$ cat src/rtl/thcc_pkg.sv
// Shared types, codes and constants of the thermostat controller.
package thcc_pkg;

	localparam logic [1:0] MODE_OFF = 2'd0;
	localparam logic [1:0] MODE_ON  = 2'd1;
	localparam logic [1:0] MODE_SET = 2'd2;

	localparam logic [1:0] KIND_TICK  = 2'd0;
	localparam logic [1:0] KIND_POWER = 2'd1;
	localparam logic [1:0] KIND_UP    = 2'd2;
	localparam logic [1:0] KIND_DOWN  = 2'd3;

	localparam int unsigned CFG_IDX_W  = 1;
	localparam int unsigned CFG_DATA_W = 8;
	localparam logic [CFG_IDX_W-1:0] REG_SAVED_TARGET = 1'b0;
	localparam logic [CFG_IDX_W-1:0] REG_HYST_BAND    = 1'b1;

	localparam logic [7:0] TARGET_DEFAULT = 8'd60;
	localparam logic [7:0] TARGET_MIN     = 8'd35;
	localparam logic [7:0] TARGET_MAX     = 8'd75;
	localparam logic [7:0] TARGET_STEP    = 8'd5;
	localparam logic [4:0] BAND_DEFAULT   = 5'd5;

	typedef enum logic [2:0] {
		ST_OFF = 3'b001,
		ST_ON  = 3'b010,
		ST_SET = 3'b100
	} mode_st_t;

	typedef struct packed {
		logic       fill;
		logic       push;
		logic [7:0] data;
	} win_req_t;

	typedef struct packed {
		logic [1:0] mode;
		logic       heater_on;
		logic       cooler_on;
		logic       heater_lamp;
		logic       display_enable;
		logic [7:0] display_value;
		logic       save_request;
		logic [7:0] save_value;
	} result_t;

	// stored target is usable only on the 5-degree grid within limits
	function automatic logic target_ok(input logic [7:0] v);
		logic ok;
		case (v) inside
			8'd35, 8'd40, 8'd45, 8'd50, 8'd55, 8'd60, 8'd65, 8'd70, 8'd75: ok = 1'b1;
			default: ok = 1'b0;
		endcase
		return ok;
	endfunction

endpackage

$ cat src/rtl/thcc_if.sv
// Input and result channel interfaces of the thermostat controller.
interface thcc_in_if;
	logic       valid;
	logic       ready;
	logic [1:0] kind;
	logic [7:0] temperature;

	modport source (output valid, output kind, output temperature, input ready);
	modport sink (input valid, input kind, input temperature, output ready);
endinterface

interface thcc_out_if;
	logic       valid;
	logic       ready;
	logic [1:0] mode;
	logic       heater_on;
	logic       cooler_on;
	logic       heater_lamp;
	logic       display_enable;
	logic [7:0] display_value;
	logic       save_request;
	logic [7:0] save_value;

	modport source (output valid, output mode, output heater_on, output cooler_on,
		output heater_lamp, output display_enable, output display_value,
		output save_request, output save_value, input ready);
	modport sink (input valid, input mode, input heater_on, input cooler_on,
		input heater_lamp, input display_enable, input display_value,
		input save_request, input save_value, output ready);
endinterface

$ cat src/rtl/thcc_window.sv
// Sample window memory with per-entry valid bits, fill value and write bypass.
module thcc_window #(
	parameter int unsigned WINDOW_LEN = 10,
	localparam int unsigned SLOT_W = (WINDOW_LEN > 1) ? $clog2(WINDOW_LEN) : 1
) (
	input  logic               clk,
	input  logic               arst_n,
	input  thcc_pkg::win_req_t win_req,
	input  logic [SLOT_W-1:0]  cur_slot,
	input  logic [SLOT_W-1:0]  next_slot,
	output logic [7:0]         old_value
);
	import thcc_pkg::*;

	logic [7:0]      mem_q [WINDOW_LEN];
	logic [7:0]      rd_s1;
	logic            byp_s1;
	logic [7:0]      byp_data_s1;
	logic [7:0]      fill_q;
	logic [WINDOW_LEN-1:0] vld_q;

	always_ff @(posedge clk) begin
		if (win_req.push) begin
			mem_q[cur_slot] <= win_req.data;
		end
		rd_s1       <= mem_q[next_slot];
		byp_data_s1 <= win_req.data;
	end

	always_ff @(posedge clk or negedge arst_n) begin
		if (!arst_n) begin
			byp_s1 <= 1'b0;
			fill_q <= '0;
			vld_q  <= '0;
		end else begin
			byp_s1 <= win_req.push && (cur_slot == next_slot);
			if (win_req.fill) begin
				fill_q <= win_req.data;
				vld_q  <= '0;
			end else if (win_req.push) begin
				vld_q[cur_slot] <= 1'b1;
			end
		end
	end

	// entries not written since power-on read as the fill temperature
	assign old_value = byp_s1 ? byp_data_s1 : (vld_q[cur_slot] ? rd_s1 : fill_q);

endmodule

$ cat src/rtl/thcc_ctrl.sv
// Mode, timing, target and drive logic; running window sum and average.
module thcc_ctrl #(
	parameter int unsigned WINDOW_LEN       = 10,
	parameter int unsigned TICKS_PER_SAMPLE = 10,
	parameter int unsigned TICKS_PER_SECOND = 100,
	parameter int unsigned TIMEOUT_SECONDS  = 5,
	localparam int unsigned SLOT_W = (WINDOW_LEN > 1) ? $clog2(WINDOW_LEN) : 1
) (
	input  logic               clk,
	input  logic               arst_n,
	input  logic               fire,
	input  logic [1:0]         kind,
	input  logic [7:0]         temperature,
	input  logic [7:0]         saved_target,
	input  logic [4:0]         band,
	input  logic [7:0]         old_value,
	output thcc_pkg::win_req_t win_req,
	output logic [SLOT_W-1:0]  cur_slot,
	output logic [SLOT_W-1:0]  next_slot,
	output thcc_pkg::result_t  result
);
	import thcc_pkg::*;

	localparam int unsigned DIV_SHIFT = 17;
	localparam logic [17:0] DIV_MUL = 18'(((2 ** DIV_SHIFT) + WINDOW_LEN - 1) / WINDOW_LEN);

	mode_st_t    mode_q, mode_ev, mode_d;
	logic        loaded_q;
	logic [7:0]  target_q, target_d;
	logic [SLOT_W-1:0] slot_q, slot_d;
	logic [11:0] sum_q, sum_d, sum_push;
	logic [7:0]  avg_q, avg_d, avg_push;
	logic [29:0] prod;
	logic [3:0]  smp_q, smp_d;
	logic [4:0]  smp_inc;
	logic        smp_wrap;
	logic [6:0]  sec_q, sec_d;
	logic [7:0]  sec_inc;
	logic        blink_q, blink_d;
	logic [7:0]  idle_q, idle_ev, idle_d;
	logic        heat_q, heat_d, cool_q, cool_d, lamp_q, lamp_ev, lamp_d;
	logic        heat_ev, cool_ev;
	logic        load_req;
	logic [7:0]  load_val;
	logic        save_req;
	logic [7:0]  save_val;
	logic        push_now, power_on, heating, cooling;

	// target: first-item load, then up/down steps in set mode
	always_comb begin
		target_d = target_q;
		load_req = 1'b0;
		load_val = '0;
		if (!loaded_q) begin
			if (target_ok(saved_target)) begin
				target_d = saved_target;
			end else begin
				target_d = TARGET_DEFAULT;
				load_req = 1'b1;
				load_val = TARGET_DEFAULT;
			end
		end
		if (mode_q == ST_SET) begin
			if (kind == KIND_UP && target_d < TARGET_MAX) begin
				target_d = target_d + TARGET_STEP;
			end else if (kind == KIND_DOWN && target_d > TARGET_MIN) begin
				target_d = target_d - TARGET_STEP;
			end
		end
	end

	assign smp_inc  = {1'b0, smp_q} + 5'd1;
	assign smp_wrap = smp_inc >= 5'(TICKS_PER_SAMPLE);
	assign sec_inc  = {1'b0, sec_q} + 8'd1;
	assign push_now = (kind == KIND_TICK) && (mode_q != ST_OFF) && smp_wrap;
	assign power_on = (kind == KIND_POWER) && (mode_q == ST_OFF);

	// running sum, average by reciprocal multiply (exact for sums below 4096)
	assign sum_push = sum_q - 12'(old_value) + 12'(temperature);
	assign prod     = 30'(sum_push) * 30'(DIV_MUL);
	assign avg_push = prod[DIV_SHIFT +: 8];

	always_comb begin
		sum_d  = sum_q;
		avg_d  = avg_q;
		slot_d = slot_q;
		if (power_on) begin
			sum_d = 12'(temperature) * 12'(WINDOW_LEN);
			avg_d = temperature;
		end else if (push_now) begin
			sum_d  = sum_push;
			avg_d  = avg_push;
			slot_d = (slot_q == SLOT_W'(WINDOW_LEN - 1)) ? '0 : slot_q + 1'b1;
		end
	end

	assign heating = (9'(avg_d) + 9'(band)) < 9'(target_d);
	assign cooling = 9'(avg_d) > (9'(target_d) + 9'(band));

	// event handling
	always_comb begin
		mode_ev = mode_q;
		smp_d   = smp_q;
		sec_d   = sec_q;
		blink_d = blink_q;
		idle_ev = idle_q;
		heat_ev = heat_q;
		cool_ev = cool_q;
		lamp_ev = lamp_q;
		case (kind)
			KIND_TICK: begin
				if (mode_q != ST_OFF) begin
					smp_d = smp_wrap ? '0 : smp_inc[3:0];
					if (sec_inc >= 8'(TICKS_PER_SECOND)) begin
						sec_d   = '0;
						blink_d = !blink_q;
						if (mode_q == ST_SET && idle_q != 8'hFF) begin
							idle_ev = idle_q + 8'd1;
						end
						if (mode_q == ST_ON && heating) begin
							lamp_ev = !lamp_q;
						end
					end else begin
						sec_d = sec_inc[6:0];
					end
				end
			end
			KIND_POWER: begin
				if (mode_q == ST_OFF) begin
					mode_ev = ST_ON;
				end else begin
					mode_ev = ST_OFF;
					heat_ev = 1'b0;
					cool_ev = 1'b0;
					lamp_ev = 1'b0;
				end
			end
			default: begin
				if (mode_q == ST_ON) begin
					mode_ev = ST_SET;
					idle_ev = '0;
				end else if (mode_q == ST_SET) begin
					idle_ev = '0;
				end
			end
		endcase
	end

	// mode logic: drives in on mode, cleared in off mode, timeout in set mode
	always_comb begin
		mode_d   = mode_ev;
		idle_d   = idle_ev;
		heat_d   = heat_ev;
		cool_d   = cool_ev;
		lamp_d   = lamp_ev;
		save_req = load_req;
		save_val = load_val;
		case (mode_ev)
			ST_OFF: begin
				heat_d = 1'b0;
				cool_d = 1'b0;
				lamp_d = 1'b0;
			end
			ST_ON: begin
				if (heating) begin
					heat_d = 1'b1;
					cool_d = 1'b0;
				end else begin
					heat_d = 1'b0;
					cool_d = cooling;
					lamp_d = 1'b0;
				end
			end
			ST_SET: begin
				if (idle_ev >= 8'(TIMEOUT_SECONDS)) begin
					save_req = 1'b1;
					save_val = target_d;
					mode_d   = ST_ON;
				end
			end
			default: begin
				mode_d = ST_OFF;
			end
		endcase
	end

	always_comb begin
		result.heater_on    = heat_d;
		result.cooler_on    = cool_d;
		result.heater_lamp  = lamp_d;
		result.save_request = save_req;
		result.save_value   = save_val;
		case (mode_d)
			ST_ON: begin
				result.mode           = MODE_ON;
				result.display_enable = 1'b1;
				result.display_value  = avg_d;
			end
			ST_SET: begin
				result.mode           = MODE_SET;
				result.display_enable = blink_d;
				result.display_value  = target_d;
			end
			default: begin
				result.mode           = MODE_OFF;
				result.display_enable = 1'b0;
				result.display_value  = '0;
			end
		endcase
	end

	always_ff @(posedge clk or negedge arst_n) begin
		if (!arst_n) begin
			mode_q   <= ST_OFF;
			loaded_q <= 1'b0;
			target_q <= TARGET_DEFAULT;
			slot_q   <= '0;
			sum_q    <= '0;
			avg_q    <= '0;
			smp_q    <= '0;
			sec_q    <= '0;
			blink_q  <= 1'b0;
			idle_q   <= '0;
			heat_q   <= 1'b0;
			cool_q   <= 1'b0;
			lamp_q   <= 1'b0;
		end else if (fire) begin
			mode_q   <= mode_d;
			loaded_q <= 1'b1;
			target_q <= target_d;
			slot_q   <= slot_d;
			sum_q    <= sum_d;
			avg_q    <= avg_d;
			smp_q    <= smp_d;
			sec_q    <= sec_d;
			blink_q  <= blink_d;
			idle_q   <= idle_d;
			heat_q   <= heat_d;
			cool_q   <= cool_d;
			lamp_q   <= lamp_d;
		end
	end

	assign win_req.fill = fire && power_on;
	assign win_req.push = fire && push_now;
	assign win_req.data = temperature;
	assign cur_slot     = slot_q;
	assign next_slot    = fire ? slot_d : slot_q;

endmodule

$ cat src/rtl/thermostat_heater_cooler_controller_unit.sv
// Result words are registered: each is captured in the output register when its input is taken.
// Throughput: one word per cycle while the output register is not stalled; the window memory
// read at the next slot is registered, with a bypass when that slot is written in the same cycle.
// Reset: asynchronous, clears mode, counters, sum, average and drives; target resets to sixty.
// Window entries read as zero (or the power-on temperature) through valid bits; no sweep.
module thermostat_heater_cooler_controller_unit #(
	parameter int unsigned WINDOW_LEN       = 10,
	parameter int unsigned TICKS_PER_SAMPLE = 10,
	parameter int unsigned TICKS_PER_SECOND = 100,
	parameter int unsigned TIMEOUT_SECONDS  = 5
) (
	input  logic                            clk,
	input  logic                            arst_n,
	thcc_in_if.sink                         in_ch,
	thcc_out_if.source                      out_ch,
	input  logic                            cfg_we,
	input  logic [thcc_pkg::CFG_IDX_W-1:0]  cfg_index,
	input  logic [thcc_pkg::CFG_DATA_W-1:0] cfg_data
);
	import thcc_pkg::*;

	localparam int unsigned SLOT_W = (WINDOW_LEN > 1) ? $clog2(WINDOW_LEN) : 1;

	logic [7:0]        saved_q;
	logic [4:0]        band_q;
	logic              fire;
	logic              out_vld_q;
	result_t           result;
	result_t           res_q;
	win_req_t          win_req;
	logic [SLOT_W-1:0] cur_slot;
	logic [SLOT_W-1:0] next_slot;
	logic [7:0]        old_value;

	always_ff @(posedge clk or negedge arst_n) begin
		if (!arst_n) begin
			saved_q <= TARGET_DEFAULT;
			band_q  <= BAND_DEFAULT;
		end else if (cfg_we) begin
			case (cfg_index)
				REG_SAVED_TARGET: saved_q <= cfg_data[7:0];
				REG_HYST_BAND:    band_q  <= cfg_data[4:0];
				default: ;
			endcase
		end
	end

	assign in_ch.ready = !out_vld_q || out_ch.ready;
	assign fire        = in_ch.valid && in_ch.ready;

	thcc_ctrl #(
		.WINDOW_LEN       (WINDOW_LEN),
		.TICKS_PER_SAMPLE (TICKS_PER_SAMPLE),
		.TICKS_PER_SECOND (TICKS_PER_SECOND),
		.TIMEOUT_SECONDS  (TIMEOUT_SECONDS)
	) u_ctrl (
		.clk          (clk),
		.arst_n       (arst_n),
		.fire         (fire),
		.kind         (in_ch.kind),
		.temperature  (in_ch.temperature),
		.saved_target (saved_q),
		.band         (band_q),
		.old_value    (old_value),
		.win_req      (win_req),
		.cur_slot     (cur_slot),
		.next_slot    (next_slot),
		.result       (result)
	);

	thcc_window #(
		.WINDOW_LEN (WINDOW_LEN)
	) u_window (
		.clk       (clk),
		.arst_n    (arst_n),
		.win_req   (win_req),
		.cur_slot  (cur_slot),
		.next_slot (next_slot),
		.old_value (old_value)
	);

	always_ff @(posedge clk or negedge arst_n) begin
		if (!arst_n) begin
			out_vld_q <= 1'b0;
		end else if (fire) begin
			out_vld_q <= 1'b1;
		end else if (out_ch.ready) begin
			out_vld_q <= 1'b0;
		end
	end

	always_ff @(posedge clk) begin
		if (fire) begin
			res_q <= result;
		end
	end

	assign out_ch.valid          = out_vld_q;
	assign out_ch.mode           = res_q.mode;
	assign out_ch.heater_on      = res_q.heater_on;
	assign out_ch.cooler_on      = res_q.cooler_on;
	assign out_ch.heater_lamp    = res_q.heater_lamp;
	assign out_ch.display_enable = res_q.display_enable;
	assign out_ch.display_value  = res_q.display_value;
	assign out_ch.save_request   = res_q.save_request;
	assign out_ch.save_value     = res_q.save_value;

endmodule

$ cat src/flat_wrapper.sv
// flat-port wrapper written by rule: the top's interface ports become plain ports
module thermostat_heater_cooler_controller_unit_flat import thcc_pkg::*;
#(
	parameter int unsigned WINDOW_LEN       = 10,
	parameter int unsigned TICKS_PER_SAMPLE = 10,
	parameter int unsigned TICKS_PER_SECOND = 100,
	parameter int unsigned TIMEOUT_SECONDS  = 5
)
  (clk, arst_n, cfg_we, cfg_index, cfg_data, in_ch_valid, in_ch_kind, in_ch_temperature, in_ch_ready, out_ch_valid, out_ch_mode, out_ch_heater_on, out_ch_cooler_on, out_ch_heater_lamp, out_ch_display_enable, out_ch_display_value, out_ch_save_request, out_ch_save_value, out_ch_ready);
  thcc_in_if in_ch_i ();
  thcc_out_if out_ch_i ();
  input  logic clk;
  input  logic arst_n;
  input  logic cfg_we;
  input  logic [thcc_pkg::CFG_IDX_W-1:0] cfg_index;
  input  logic [thcc_pkg::CFG_DATA_W-1:0] cfg_data;
  input wire logic [$bits(in_ch_i.valid)-1:0] in_ch_valid;
  input wire logic [$bits(in_ch_i.kind)-1:0] in_ch_kind;
  input wire logic [$bits(in_ch_i.temperature)-1:0] in_ch_temperature;
  output wire logic [$bits(in_ch_i.ready)-1:0] in_ch_ready;
  output wire logic [$bits(out_ch_i.valid)-1:0] out_ch_valid;
  output wire logic [$bits(out_ch_i.mode)-1:0] out_ch_mode;
  output wire logic [$bits(out_ch_i.heater_on)-1:0] out_ch_heater_on;
  output wire logic [$bits(out_ch_i.cooler_on)-1:0] out_ch_cooler_on;
  output wire logic [$bits(out_ch_i.heater_lamp)-1:0] out_ch_heater_lamp;
  output wire logic [$bits(out_ch_i.display_enable)-1:0] out_ch_display_enable;
  output wire logic [$bits(out_ch_i.display_value)-1:0] out_ch_display_value;
  output wire logic [$bits(out_ch_i.save_request)-1:0] out_ch_save_request;
  output wire logic [$bits(out_ch_i.save_value)-1:0] out_ch_save_value;
  input wire logic [$bits(out_ch_i.ready)-1:0] out_ch_ready;
  assign in_ch_i.valid = in_ch_valid;
  assign in_ch_i.kind = in_ch_kind;
  assign in_ch_i.temperature = in_ch_temperature;
  assign in_ch_ready = in_ch_i.ready;
  assign out_ch_valid = out_ch_i.valid;
  assign out_ch_mode = out_ch_i.mode;
  assign out_ch_heater_on = out_ch_i.heater_on;
  assign out_ch_cooler_on = out_ch_i.cooler_on;
  assign out_ch_heater_lamp = out_ch_i.heater_lamp;
  assign out_ch_display_enable = out_ch_i.display_enable;
  assign out_ch_display_value = out_ch_i.display_value;
  assign out_ch_save_request = out_ch_i.save_request;
  assign out_ch_save_value = out_ch_i.save_value;
  assign out_ch_i.ready = out_ch_ready;
  thermostat_heater_cooler_controller_unit #(.WINDOW_LEN(WINDOW_LEN), .TICKS_PER_SAMPLE(TICKS_PER_SAMPLE), .TICKS_PER_SECOND(TICKS_PER_SECOND), .TIMEOUT_SECONDS(TIMEOUT_SECONDS)) u_core (.clk(clk), .arst_n(arst_n), .in_ch(in_ch_i), .out_ch(out_ch_i), .cfg_we(cfg_we), .cfg_index(cfg_index), .cfg_data(cfg_data));
endmodule
$ cat config.mk
export PLATFORM = sky130hd
export DESIGN_NAME = thermostat_heater_cooler_controller_unit_flat
export DESIGN_NICKNAME = d
export VERILOG_FILES = /design/src/rtl/thcc_pkg.sv /design/src/rtl/thcc_if.sv /design/src/rtl/thcc_window.sv /design/src/rtl/thcc_ctrl.sv /design/src/rtl/thermostat_heater_cooler_controller_unit.sv /design/src/flat_wrapper.sv
export SDC_FILE = /design/constraint.sdc
export NUM_CORES = 1
export LEC_CHECK = 0
export ABC_AREA = 1
export ABC_CLOCK_PERIOD_IN_PS = 11020
export BUFFER_PORTS_ARGS = -buffer_cell sky130_fd_sc_hd__buf_2
export CAP_MARGIN = 20
export CORE_MARGIN = 2
export CORE_UTILIZATION = 54
export DETAILED_ROUTE_END_ITERATION = 16
export HOLD_SLACK_MARGIN = 0.02
export PLACE_DENSITY = 0.71
export SYNTH_ARGS = -nofsm -noshare
export SYNTH_HDL_FRONTEND = slang
export SYNTH_SLANG_ARGS = --single-unit
$ cat constraint.sdc
create_clock -name clk -period 11.02 [get_ports clk]
set_input_delay 1.102 -clock clk [delete_from_list [all_inputs] [get_ports clk]]
set_output_delay 1.102 -clock clk [all_outputs]
set_load 0.02 [all_outputs]
==> impl_metrics.py, run 1 <==
metrics = {
    "worst_setup_path": {
        "cpMostUsedCell": "inv_1",
        "reg2regPathDepth": 53,
        "criticalPathCategory": "flop to flop",
        "r2r_setup_slack_ns": 0.71,
        "worstPathRequired_ns": 11.37,
        "startpoint_type": "flop",
        "cp_slowest_cell": "xnor2_1",
        "worst_ep_arrival_time_ns": 10.66,
        "slowest_delay_ns": 0.57,
        "end_kind": "flop",
        "cp_max_fo": 8,
    },
    "cells_and_area": {
        "area_growth_pct": 10.4,
        "fillers": 2220,
        "largest-register": "u_core.u_window.mem_q",
        "antenna_cells": 0,
        "fin_cells": 2036,
        "drive_gt1_share_pct": 12.5,
        "nets": 1895,
        "top_regs": "u_core.u_window.mem_q (80), u_core.u_ctrl.sum_q (12), u_core.u_window.vld_q (10)",
        "largest_reg_flops": 80,
    },
    "clock_tree": {
        "cts_root_buffer": "clkbuf_16",
        "cts_tree": "built",
        "cts.path.max_buffers": 3,
        "path_clk_slew_ns": 0.06,
        "cts_buffers": 23,
        "clock_sinks": 211,
        "htreeDepth": 1,
        "cts_hold_buffers": 0,
        "clk_latency_ns": 0.52,
    },
    "timing": {
        "max_slew.worst_pin.slew_ns": 1.12,
        "rsz0062_at_grt": "no",
        "fin_skew_ns": 0.0176,
        "finalHoldViolCount": 0,
        "slew_headroom_pct": 25.1,
        "finalCritPeriodShare_pct": 93.6,
        "fin_tns_setup_ns": 0,
        "fin_crit_ns": 10.31,
        "setup_violations": 0,
        "hold_slack_ns": 0.483,
        "max_freq_mhz": 97.0,
        "drv_slew": 0,
    },
    "floorplanning": {
        "initial_core_util_pct": 55.0,
        "die_area_mm2": 0.0278,
        "core_region_area_mm2": 0.0261,
        "fp-row-count": 59,
        "fp.dieW_um": 167,
        "num_io_pins": 49,
        "fp.dieH_um": 167,
    },
    "global_routing": {
        "grt_antenna_before_repair": 0,
        "grt_pass1_wl_mm": 53.7,
        "grt_max_degree": 58,
        "grt_pass1_vias": 10912,
        "grt_use_total_pct": 23.6,
        "gr-total-overflow": 0,
    },
    "routing": {
        "wl_per_cell_um": 16.1,
        "first_pass_iters": 7,
        "via_per_inst": 5.39,
        "routed_wl_mm": 32.8,
        "drt-initial-drc-count": 972,
        "ant_nets": 0,
        "drc": 0,
        "vias": 10979,
    },
    "yosys": {
        "synth.area.top_cells": "edfxtp_1 (22%), dfrtp_1 (14%), ha_1 (12%)",
        "synth.most_common_cell": "nand2_1",
        "postSynthAreaPerCell_um2": 8.80,
        "synthCells": 1628,
        "synth_mux_area_share_pct": 0.0699,
        "synth_cell_types": 61,
        "synth_top_area_share_pct": 21.6,
        "synth_flop_cell": "edfxtp_1",
        "synth_common_cells": "nand2_1 (293), inv_1 (270), ha_1 (140), o21ai_0 (140), nor2_1 (132)",
        "synth_compound_area_share_pct": 12.7,
        "synth_seq_area_share_pct": 40.0,
        "synth_top_area_cell": "edfxtp_1",
        "synth-edff-count": 103,
        "synth_top_family_by_area": "adder cells",
        "ys_async_sr_fraction_pct": 43.6,
        "synth_xor_area_share_pct": 2.69,
        "synth_seq_cells": 211,
        "synth_fp_nets": 1839,
        "synth.cell_area_mm2": 0.0143,
        "synth-adder-area-share_pct": 18.8,
        "yosys_warnings": 0,
        "synthSimpleGateAreaFrac_pct": 17.1,
    },
    "placement": {
        "gp_congestion": 0.927,
        "portBuffers": 48,
        "dp.cells": 1991,
        "place_hpwl_mm": 23.8,
    },
    "worst_hold_path": {
        "min_path_cells": 2,
        "min_path_type": "flop to flop",
    },
    "flow_run": {
        "cap_violations": 0,
    },
    "status": {
        "status": "finished clean",
    },
}
kinds of logic (layout without fill, tap and decap cells):
logic type / after synthesis / after routing
fa+ha+maj: 187 / 187
xor+xnor: 44 / 44
flops: 211 / 211
buf+inv: 322 / 395
simple gates: 554 / 554
other cells: 1 / 1
compound gates: 308 / 308
mux: 1 / 1
per-stage QoR:
step,util [%],setup WS [ns],instance area [µm²]
2_1_floorplan,-,1.35,14300
3_3_place_gp,57.3,0.636,14900
3_5_place_dp,57.3,0.377,14900
4_1_cts,60.4,0.300,15700
5_1_grt,60.7,0.000563,15800
6_report,60.7,0.711,15800
per-layer routing:
metal	GRT usage [%]	part of all wire, %	vias up	routed length, µm
met1	31.7	45	5215	14800
met2	40.8	48	248	15800
met3	3.45	5.0	49	1630
li1	-	-	5467	-
met4	4.80	1.7	0	548
met5	0	0	-	0
placed cells by master, fill, tap and decap left out, types with 17 or more instances in the layout:
cell type  count
a21oi_1       53
buf_2         47
buf_4         17
clkbuf_16     24
dfrtp_1       81
edfxtp_1     103
fa_1          47
ha_1         140
inv_1        268
nand2_1      292
nand2_2       21
nand3_1       48
nor2_1       131
nor3_1        20
o21ai_0      137
o22ai_1       31
xor2_1        31
path summary, 6_finish.rpt:
check | startpoint | endpoint
worst max-delay path | u_core.u_ctrl.cur_slot[0] | u_core.out_ch.heater_lamp
worst min-delay path | u_core.u_ctrl.avg_q[1] | u_core.u_ctrl.avg_q[1]
worst max register to register | u_core.u_ctrl.cur_slot[0] | u_core.out_ch.heater_lamp
worst min register to register | u_core.u_ctrl.avg_q[1] | u_core.u_ctrl.avg_q[1]
max in group asynchronous | arst_n | u_core.u_ctrl.sum_q[5]
min in group asynchronous | arst_n | u_core.saved_q[0]
critical path: cells and delay by family, from the launching register on:
family | cells | cell delay (ns)
compound gates | 15 | 2.57
buf+inv | 9 | 0.78
simple gates | 17 | 1.60
xor+xnor | 2 | 0.72
fa+ha+maj | 10 | 4.08
flops | 1 | 0.41
area by class of cell:
type / count / area (µm²) / area share [%]
timing repair buffer: 64 / 363 / 2.30
multi-input combinational: 1095 / 7400 / 46.8
sequential: 211 / 5730 / 36.2
clock buffer: 29 / 639 / 4.04
tap: 335 / 419 / 2.65
inverter: 289 / 1100 / 6.93
clock inverter: 13 / 156 / 0.989
what timing repair did:
item / CTS / global route
setup endpoints to repair: 0 / 6
buffers inserted: 0 / 2
gates resized for setup: 0 / 16
Power of run 1 is not shown: default switching activity piles up to over one toggle a cycle in this logic, so the estimate is an artifact.
==> run 2, diff against run 1 <==
--- a/config.mk
+++ b/config.mk
@@ -6,14 +6,14 @@
 export NUM_CORES = 1
 export LEC_CHECK = 0
 export ABC_AREA = 1
-export ABC_CLOCK_PERIOD_IN_PS = 11020
+export ABC_CLOCK_PERIOD_IN_PS = 9300
 export BUFFER_PORTS_ARGS = -buffer_cell sky130_fd_sc_hd__buf_2
 export CAP_MARGIN = 20
 export CORE_MARGIN = 2
 export CORE_UTILIZATION = 54
 export DETAILED_ROUTE_END_ITERATION = 16
 export HOLD_SLACK_MARGIN = 0.02
-export PLACE_DENSITY = 0.71
+export PLACE_DENSITY = 0.74
 export SYNTH_ARGS = -nofsm -noshare
 export SYNTH_HDL_FRONTEND = slang
 export SYNTH_SLANG_ARGS = --single-unit
==> constraint.sdc (replaced) <==
create_clock -name clk -period 9.3 [get_ports clk]
set_input_delay 0.93 -clock clk [delete_from_list [all_inputs] [get_ports clk]]
set_output_delay 0.93 -clock clk [all_outputs]
set_load 0.02 [all_outputs]
==> run 2 against run 1 <==
Against the previous run: the run now ends with setup timing left; core utilization grew 6.5 points; non-clock buffer count grew 127; wire length grew 13%; setup slack lost 1.1 ns; hold slack lost 0.076 ns; first-iteration DRC count shrank 3.1%; via count grew 9.7%; final cell count grew 6.3%; design area grew 11%; clock skew shrank 0.00080 ns; global-route usage grew 2.5 points.
==> impl_metrics.py, run 2 (same netlist as run 1, synthesis figures left out) <==
metrics = {
    "worst_hold_path": {
        "min_path_type": "input pin to async pin",
    },
    "timing": {
        "fin_skew_ns": 0.0168,
        "hold_slack_ns": 0.407,
        "fin_crit_ns": 9.67,
        "finalCritPeriodShare_pct": 104,
        "max_slew.worst_pin.slew_ns": 1.11,
        "fin_tns_setup_ns": -1.61,
        "worst_slack_ns": -0.368,
        "drv_slew": 0,
        "finalHoldViolCount": 0,
        "rsz0062_at_grt": "yes",
        "max_freq_mhz": 103,
        "setup_violations": 6,
        "slew_headroom_pct": 25.6,
    },
    "routing": {
        "vias": 12040,
        "wl_per_cell_um": 17.1,
        "ant_nets": 0,
        "routed_wl_mm": 37.1,
        "first_pass_iters": 7,
        "drt-initial-drc-count": 942,
        "via_per_inst": 5.56,
        "drc": 0,
    },
    "floorplanning": {
        "initial_core_util_pct": 55.0,
        "fp.dieW_um": 167,
        "core_region_area_mm2": 0.0261,
        "die_area_mm2": 0.0278,
        "num_io_pins": 49,
        "fp.dieH_um": 167,
        "fp-row-count": 59,
    },
    "placement": {
        "gp_congestion": 0.946,
        "portBuffers": 48,
        "place_hpwl_mm": 26.2,
    },
    "clock_tree": {
        "cts.path.max_buffers": 3,
        "clock_sinks": 211,
        "path_clk_slew_ns": 0.06,
        "cts_hold_buffers": 0,
        "cts_tree": "built",
        "cts_buffers": 24,
        "clk_latency_ns": 0.52,
        "htreeDepth": 1,
        "cts_root_buffer": "clkbuf_16",
    },
    "global_routing": {
        "grt_pass1_vias": 12058,
        "grt_antenna_before_repair": 0,
        "gr-total-overflow": 0,
        "grt_use_total_pct": 26.1,
        "grt_pass1_wl_mm": 59.5,
        "grt_max_degree": 58,
    },
    "cells_and_area": {
        "nets": 2023,
        "largest_reg_flops": 80,
        "final_common_cell": "nand2_1",
        "area_growth_pct": 22.2,
        "layout_common_cells": "nand2_1 (272), inv_1 (255), buf_4 (137), o21ai_0 (123), nor2_1 (121)",
        "top_regs": "u_core.u_window.mem_q (80), u_core.u_ctrl.sum_q (12), u_core.u_window.vld_q (10)",
        "largest-register": "u_core.u_window.mem_q",
        "drive_gt1_share_pct": 25.1,
        "antenna_cells": 0,
    },
    "status": {
        "violations": "setup timing",
        "status": "finished, violations left",
    },
    "worst_setup_path": {
        "end_kind": "flop",
        "cp_max_fo": 4,
        "criticalPathCategory": "flop to flop",
        "cpMostUsedCell": "inv_2",
        "worst_ep_arrival_time_ns": 10.08,
        "slowest_delay_ns": 0.55,
        "startpoint_type": "flop",
        "worstPathRequired_ns": 9.71,
        "reg2regPathDepth": 60,
        "cp_slowest_cell": "fa_1",
    },
    "flow_run": {
        "cap_violations": 0,
    },
}
==> run 2: metrics by stage <==
step                      cells  cell area, µm²  util [%]  setup slack (ns)
final                      2165           17500      67.1            -0.368
after global routing       2165           17500      67.1            -0.899
after CTS                  2156           17000      65.4           -0.0907
after detailed placement   2094           15700      60.4            -0.598
after global placement     2094           15700      60.4            -0.326
after floorplan            1628           14300         -            0.0142
==> run 2: layer usage <==
metal / wire, µm / GRT usage (%) / vias to the layer above
met1: 15400 / 34.2 / 5787
met4: 1180 / 7.95 / 0
met2: 18400 / 45.5 / 416
met3: 2130 / 3.09 / 93
met5: 0 / 0 / -
li1: - / - / 5744
==> run 2: worst max-delay path, delay by kind of cell (launching register included) <==
| family | cells | cell delay, ns |
|---|---|---|
| xor+xnor | 2 | 0.34 |
| simple gates | 20 | 1.87 |
| flops | 1 | 0.46 |
| buf+inv | 13 | 1.12 |
| fa+ha+maj | 9 | 3.48 |
| compound gates | 16 | 2.31 |
==> run 2: final cells by class <==
class                      instances  area [µm²]
fill                            1997        8560
multi-input combinational       1095        8090
sequential                       211        5730
timing repair buffer             191        1340
inverter                         289        1100
clock buffer                      31         668
tap                              335         419
clock inverter                    13         150
==> run 2: final timing paths <==
check                                     startpoint                         to  slack [ns]
min in group clk                u_core.u_ctrl.cool_q       u_core.u_ctrl.cool_q        0.48
max reg2reg                u_core.u_ctrl.cur_slot[0]       u_core.u_ctrl.lamp_q       -0.37
max                        u_core.u_ctrl.cur_slot[0]       u_core.u_ctrl.lamp_q       -0.37
min reg2reg                     u_core.u_ctrl.cool_q       u_core.u_ctrl.cool_q        0.48
max in group asynchronous                     arst_n  u_core.u_ctrl.cur_slot[1]        7.74
min                                           arst_n          u_core.saved_q[6]        0.41
==> run 2: what timing repair did <==
action | in CTS | in global routing
pin swaps | 52 | 83
buffers inserted | 18 | 9
setup endpoints to repair | 6 | 6
resized for setup | 84 | 84
Power of run 2 is left out for the same reason.
==> run 3, diff against run 2 <==
--- a/config.mk
+++ b/config.mk
@@ -13,7 +13,7 @@
 export CORE_UTILIZATION = 54
 export DETAILED_ROUTE_END_ITERATION = 16
 export HOLD_SLACK_MARGIN = 0.02
-export PLACE_DENSITY = 0.74
+export PLACE_DENSITY = 0.77
 export SYNTH_ARGS = -nofsm -noshare
 export SYNTH_HDL_FRONTEND = slang
 export SYNTH_SLANG_ARGS = --single-unit
==> run 3 against run 2 <==
Against the previous run: register-to-register slack worse by 0.22 ns; core utilization grew 0.45 points; sequential share of layout area fell by 0.22 points; final cell count up 0.46%; wire length grew 0.97%; critical path type unchanged; count of clock-buffer cells in the layout increased by 3; sequential cell count is the same; the flow still finishes with violations (setup timing).
==> impl_metrics.py, run 3 (same netlist as run 1, synthesis figures left out) <==
metrics = {
    "cells_and_area": {
        "top_regs": "u_core.u_window.mem_q (80), u_core.u_ctrl.sum_q (12), u_core.u_window.vld_q (10)",
        "antenna_cells": 0,
        "design_area_mm2": 0.0176,
        "largest_reg_flops": 80,
        "area_growth_pct": 23.0,
        "nets": 2034,
        "largest-register": "u_core.u_window.mem_q",
        "final_common_cell": "nand2_1",
        "drive_gt1_share_pct": 26.0,
        "layout_common_cells": "nand2_1 (269), inv_1 (246), buf_4 (146), o21ai_0 (125), nor2_1 (123)",
    },
    "clock_tree": {
        "cts.path.max_buffers": 3,
        "htreeDepth": 1,
        "path_clk_slew_ns": 0.06,
        "clk_latency_ns": 0.53,
        "cts_hold_buffers": 0,
        "cts_tree": "built",
        "clock_sinks": 211,
        "cts_root_buffer": "clkbuf_16",
        "cts_buffers": 23,
    },
    "placement": {
        "portBuffers": 48,
        "gp_congestion": 0.925,
        "place_hpwl_mm": 25.6,
        "pre_cts_slack_ns": -0.591,
        "placed_cell_area_mm2": 0.0157,
    },
    "timing": {
        "drv_slew": 0,
        "fin_crit_ns": 9.89,
        "finalCritPeriodShare_pct": 106,
        "rsz0062_at_grt": "yes",
        "worst_slack_ns": -0.587,
        "finalHoldViolCount": 0,
        "fin_skew_ns": 0.00848,
        "slew_headroom_pct": 44.2,
        "max_freq_mhz": 101,
        "setup_violations": 6,
        "max_slew.worst_pin.slew_ns": 0.834,
    },
    "worst_setup_path": {
        "criticalPathCategory": "flop to flop",
        "rr_startpoint": "u_core.u_ctrl.cur_slot[1]",
        "crit_path_end": "u_core.u_ctrl.heat_q",
        "critPathLaunch": "u_core.u_ctrl.cur_slot[1]",
        "startpoint_type": "flop",
        "cp_max_fo": 5,
        "worstReg2RegEnd": "u_core.u_ctrl.heat_q",
        "slowest_delay_ns": 0.55,
        "worst_ep_arrival_time_ns": 10.32,
        "cpMostUsedCell": "inv_2",
        "reg2regPathDepth": 58,
        "worstPathRequired_ns": 9.73,
        "r2r_setup_slack_ns": -0.59,
        "cp_slowest_cell": "fa_2",
        "end_kind": "flop",
    },
    "status": {
        "status": "finished, violations left",
        "violations": "setup timing",
    },
    "global_routing": {
        "grt_use_total_pct": 25.9,
        "gr-total-overflow": 0,
        "grt_pass1_wl_mm": 59.0,
        "grt_antenna_before_repair": 0,
        "grt_max_degree": 58,
        "grt_pass1_vias": 12041,
    },
    "floorplanning": {
        "die_area_mm2": 0.0278,
        "core_region_area_mm2": 0.0261,
        "initial_core_util_pct": 55.0,
        "fp-row-count": 59,
        "fp.dieH_um": 167,
        "fp.dieW_um": 167,
        "num_io_pins": 49,
    },
    "flow_run": {
        "cap_violations": 0,
    },
    "routing": {
        "drc": 0,
        "wl_per_cell_um": 17.2,
        "ant_nets": 0,
        "drt-initial-drc-count": 833,
        "vias": 11995,
        "first_pass_iters": 6,
        "via_per_inst": 5.51,
        "routed_wl_mm": 37.4,
    },
    "worst_hold_path": {
        "min_path_type": "input pin to async pin",
    },
}
## run 3: cell types whose count changed in the layout (fill, tap and decap cells not counted), moves of 4 or more
cell      change
buf_4         +9
inv_1         -9
inv_2         +9
ha_1          -6
ha_4          +5
a21oi_1       +4
clkbuf_8      +4
nand2_4       +4
## run 3: how the worst min path moves through the flow
stage / endpoint / depth (start not counted)
after CTS: u_core.out_ch.valid / 1
after global routing: u_core.u_ctrl.target_q[7] / 1
final: u_core.u_ctrl.loaded_q / 1
after floorplan: u_core.u_ctrl.avg_q[1] / 2
after global placement: u_core.u_ctrl.avg_q[1] / 2
after detailed placement: u_core.u_ctrl.avg_q[1] / 2
## run 3: cell type report
class | instances | area (µm²)
clock buffers | 34 | 677
clock inverters | 8 | 88.8
fillers | 1907 | 8450
inverters | 289 | 1100
multi-input cells | 1095 | 8150
flip-flops and latches | 211 | 5730
well taps | 335 | 419
repair buffers | 203 | 1440
## run 3: per-layer routing
metal | part of all wire [%] | wire (µm) | global-route usage (%) | up-vias
li1 | - | - | - | 5748
met4 | 3.6 | 1340 | 9.07 | 0
met2 | 49 | 18500 | 44.8 | 417
met1 | 41 | 15500 | 33.6 | 5721
met3 | 5.6 | 2100 | 3.52 | 109
met5 | 0 | 0 | 0 | -
## run 3: what timing repair did
item / in CTS / in global routing
gates resized for setup: 103 / 81
setup endpoints to repair: 6 / 6
gates cloned: 0 / 0
pin swaps: 73 / 80
setup buffers: 26 / 19
## run 3: metrics by stage
stage	setup TNS [ns]	util, %	std cells	hold slack (ns)
after floorplan	0	-	1628	0.444
after global placement	-1.46	60.2	2087	0.459
after detailed placement	-3.06	60.2	2087	0.468
after CTS	-0.320	65.6	2155	0.385
after global routing	-5.77	67.6	2175	0.410
final	-3.08	67.6	2175	0.372
## run 3: worst max-delay path: cells and delay by family (launching register included)
family                   cells  cell delay (ns)
adder cells (fa/ha/maj)     10             4.05
AO/OA/AOI/OAI               18             2.67
AND/OR/NAND/NOR             19             1.67
buffers and inverters       10             0.75
flip-flops                   1             0.47
XOR/XNOR                     1             0.15
Power of run 3 is left out for the same reason.
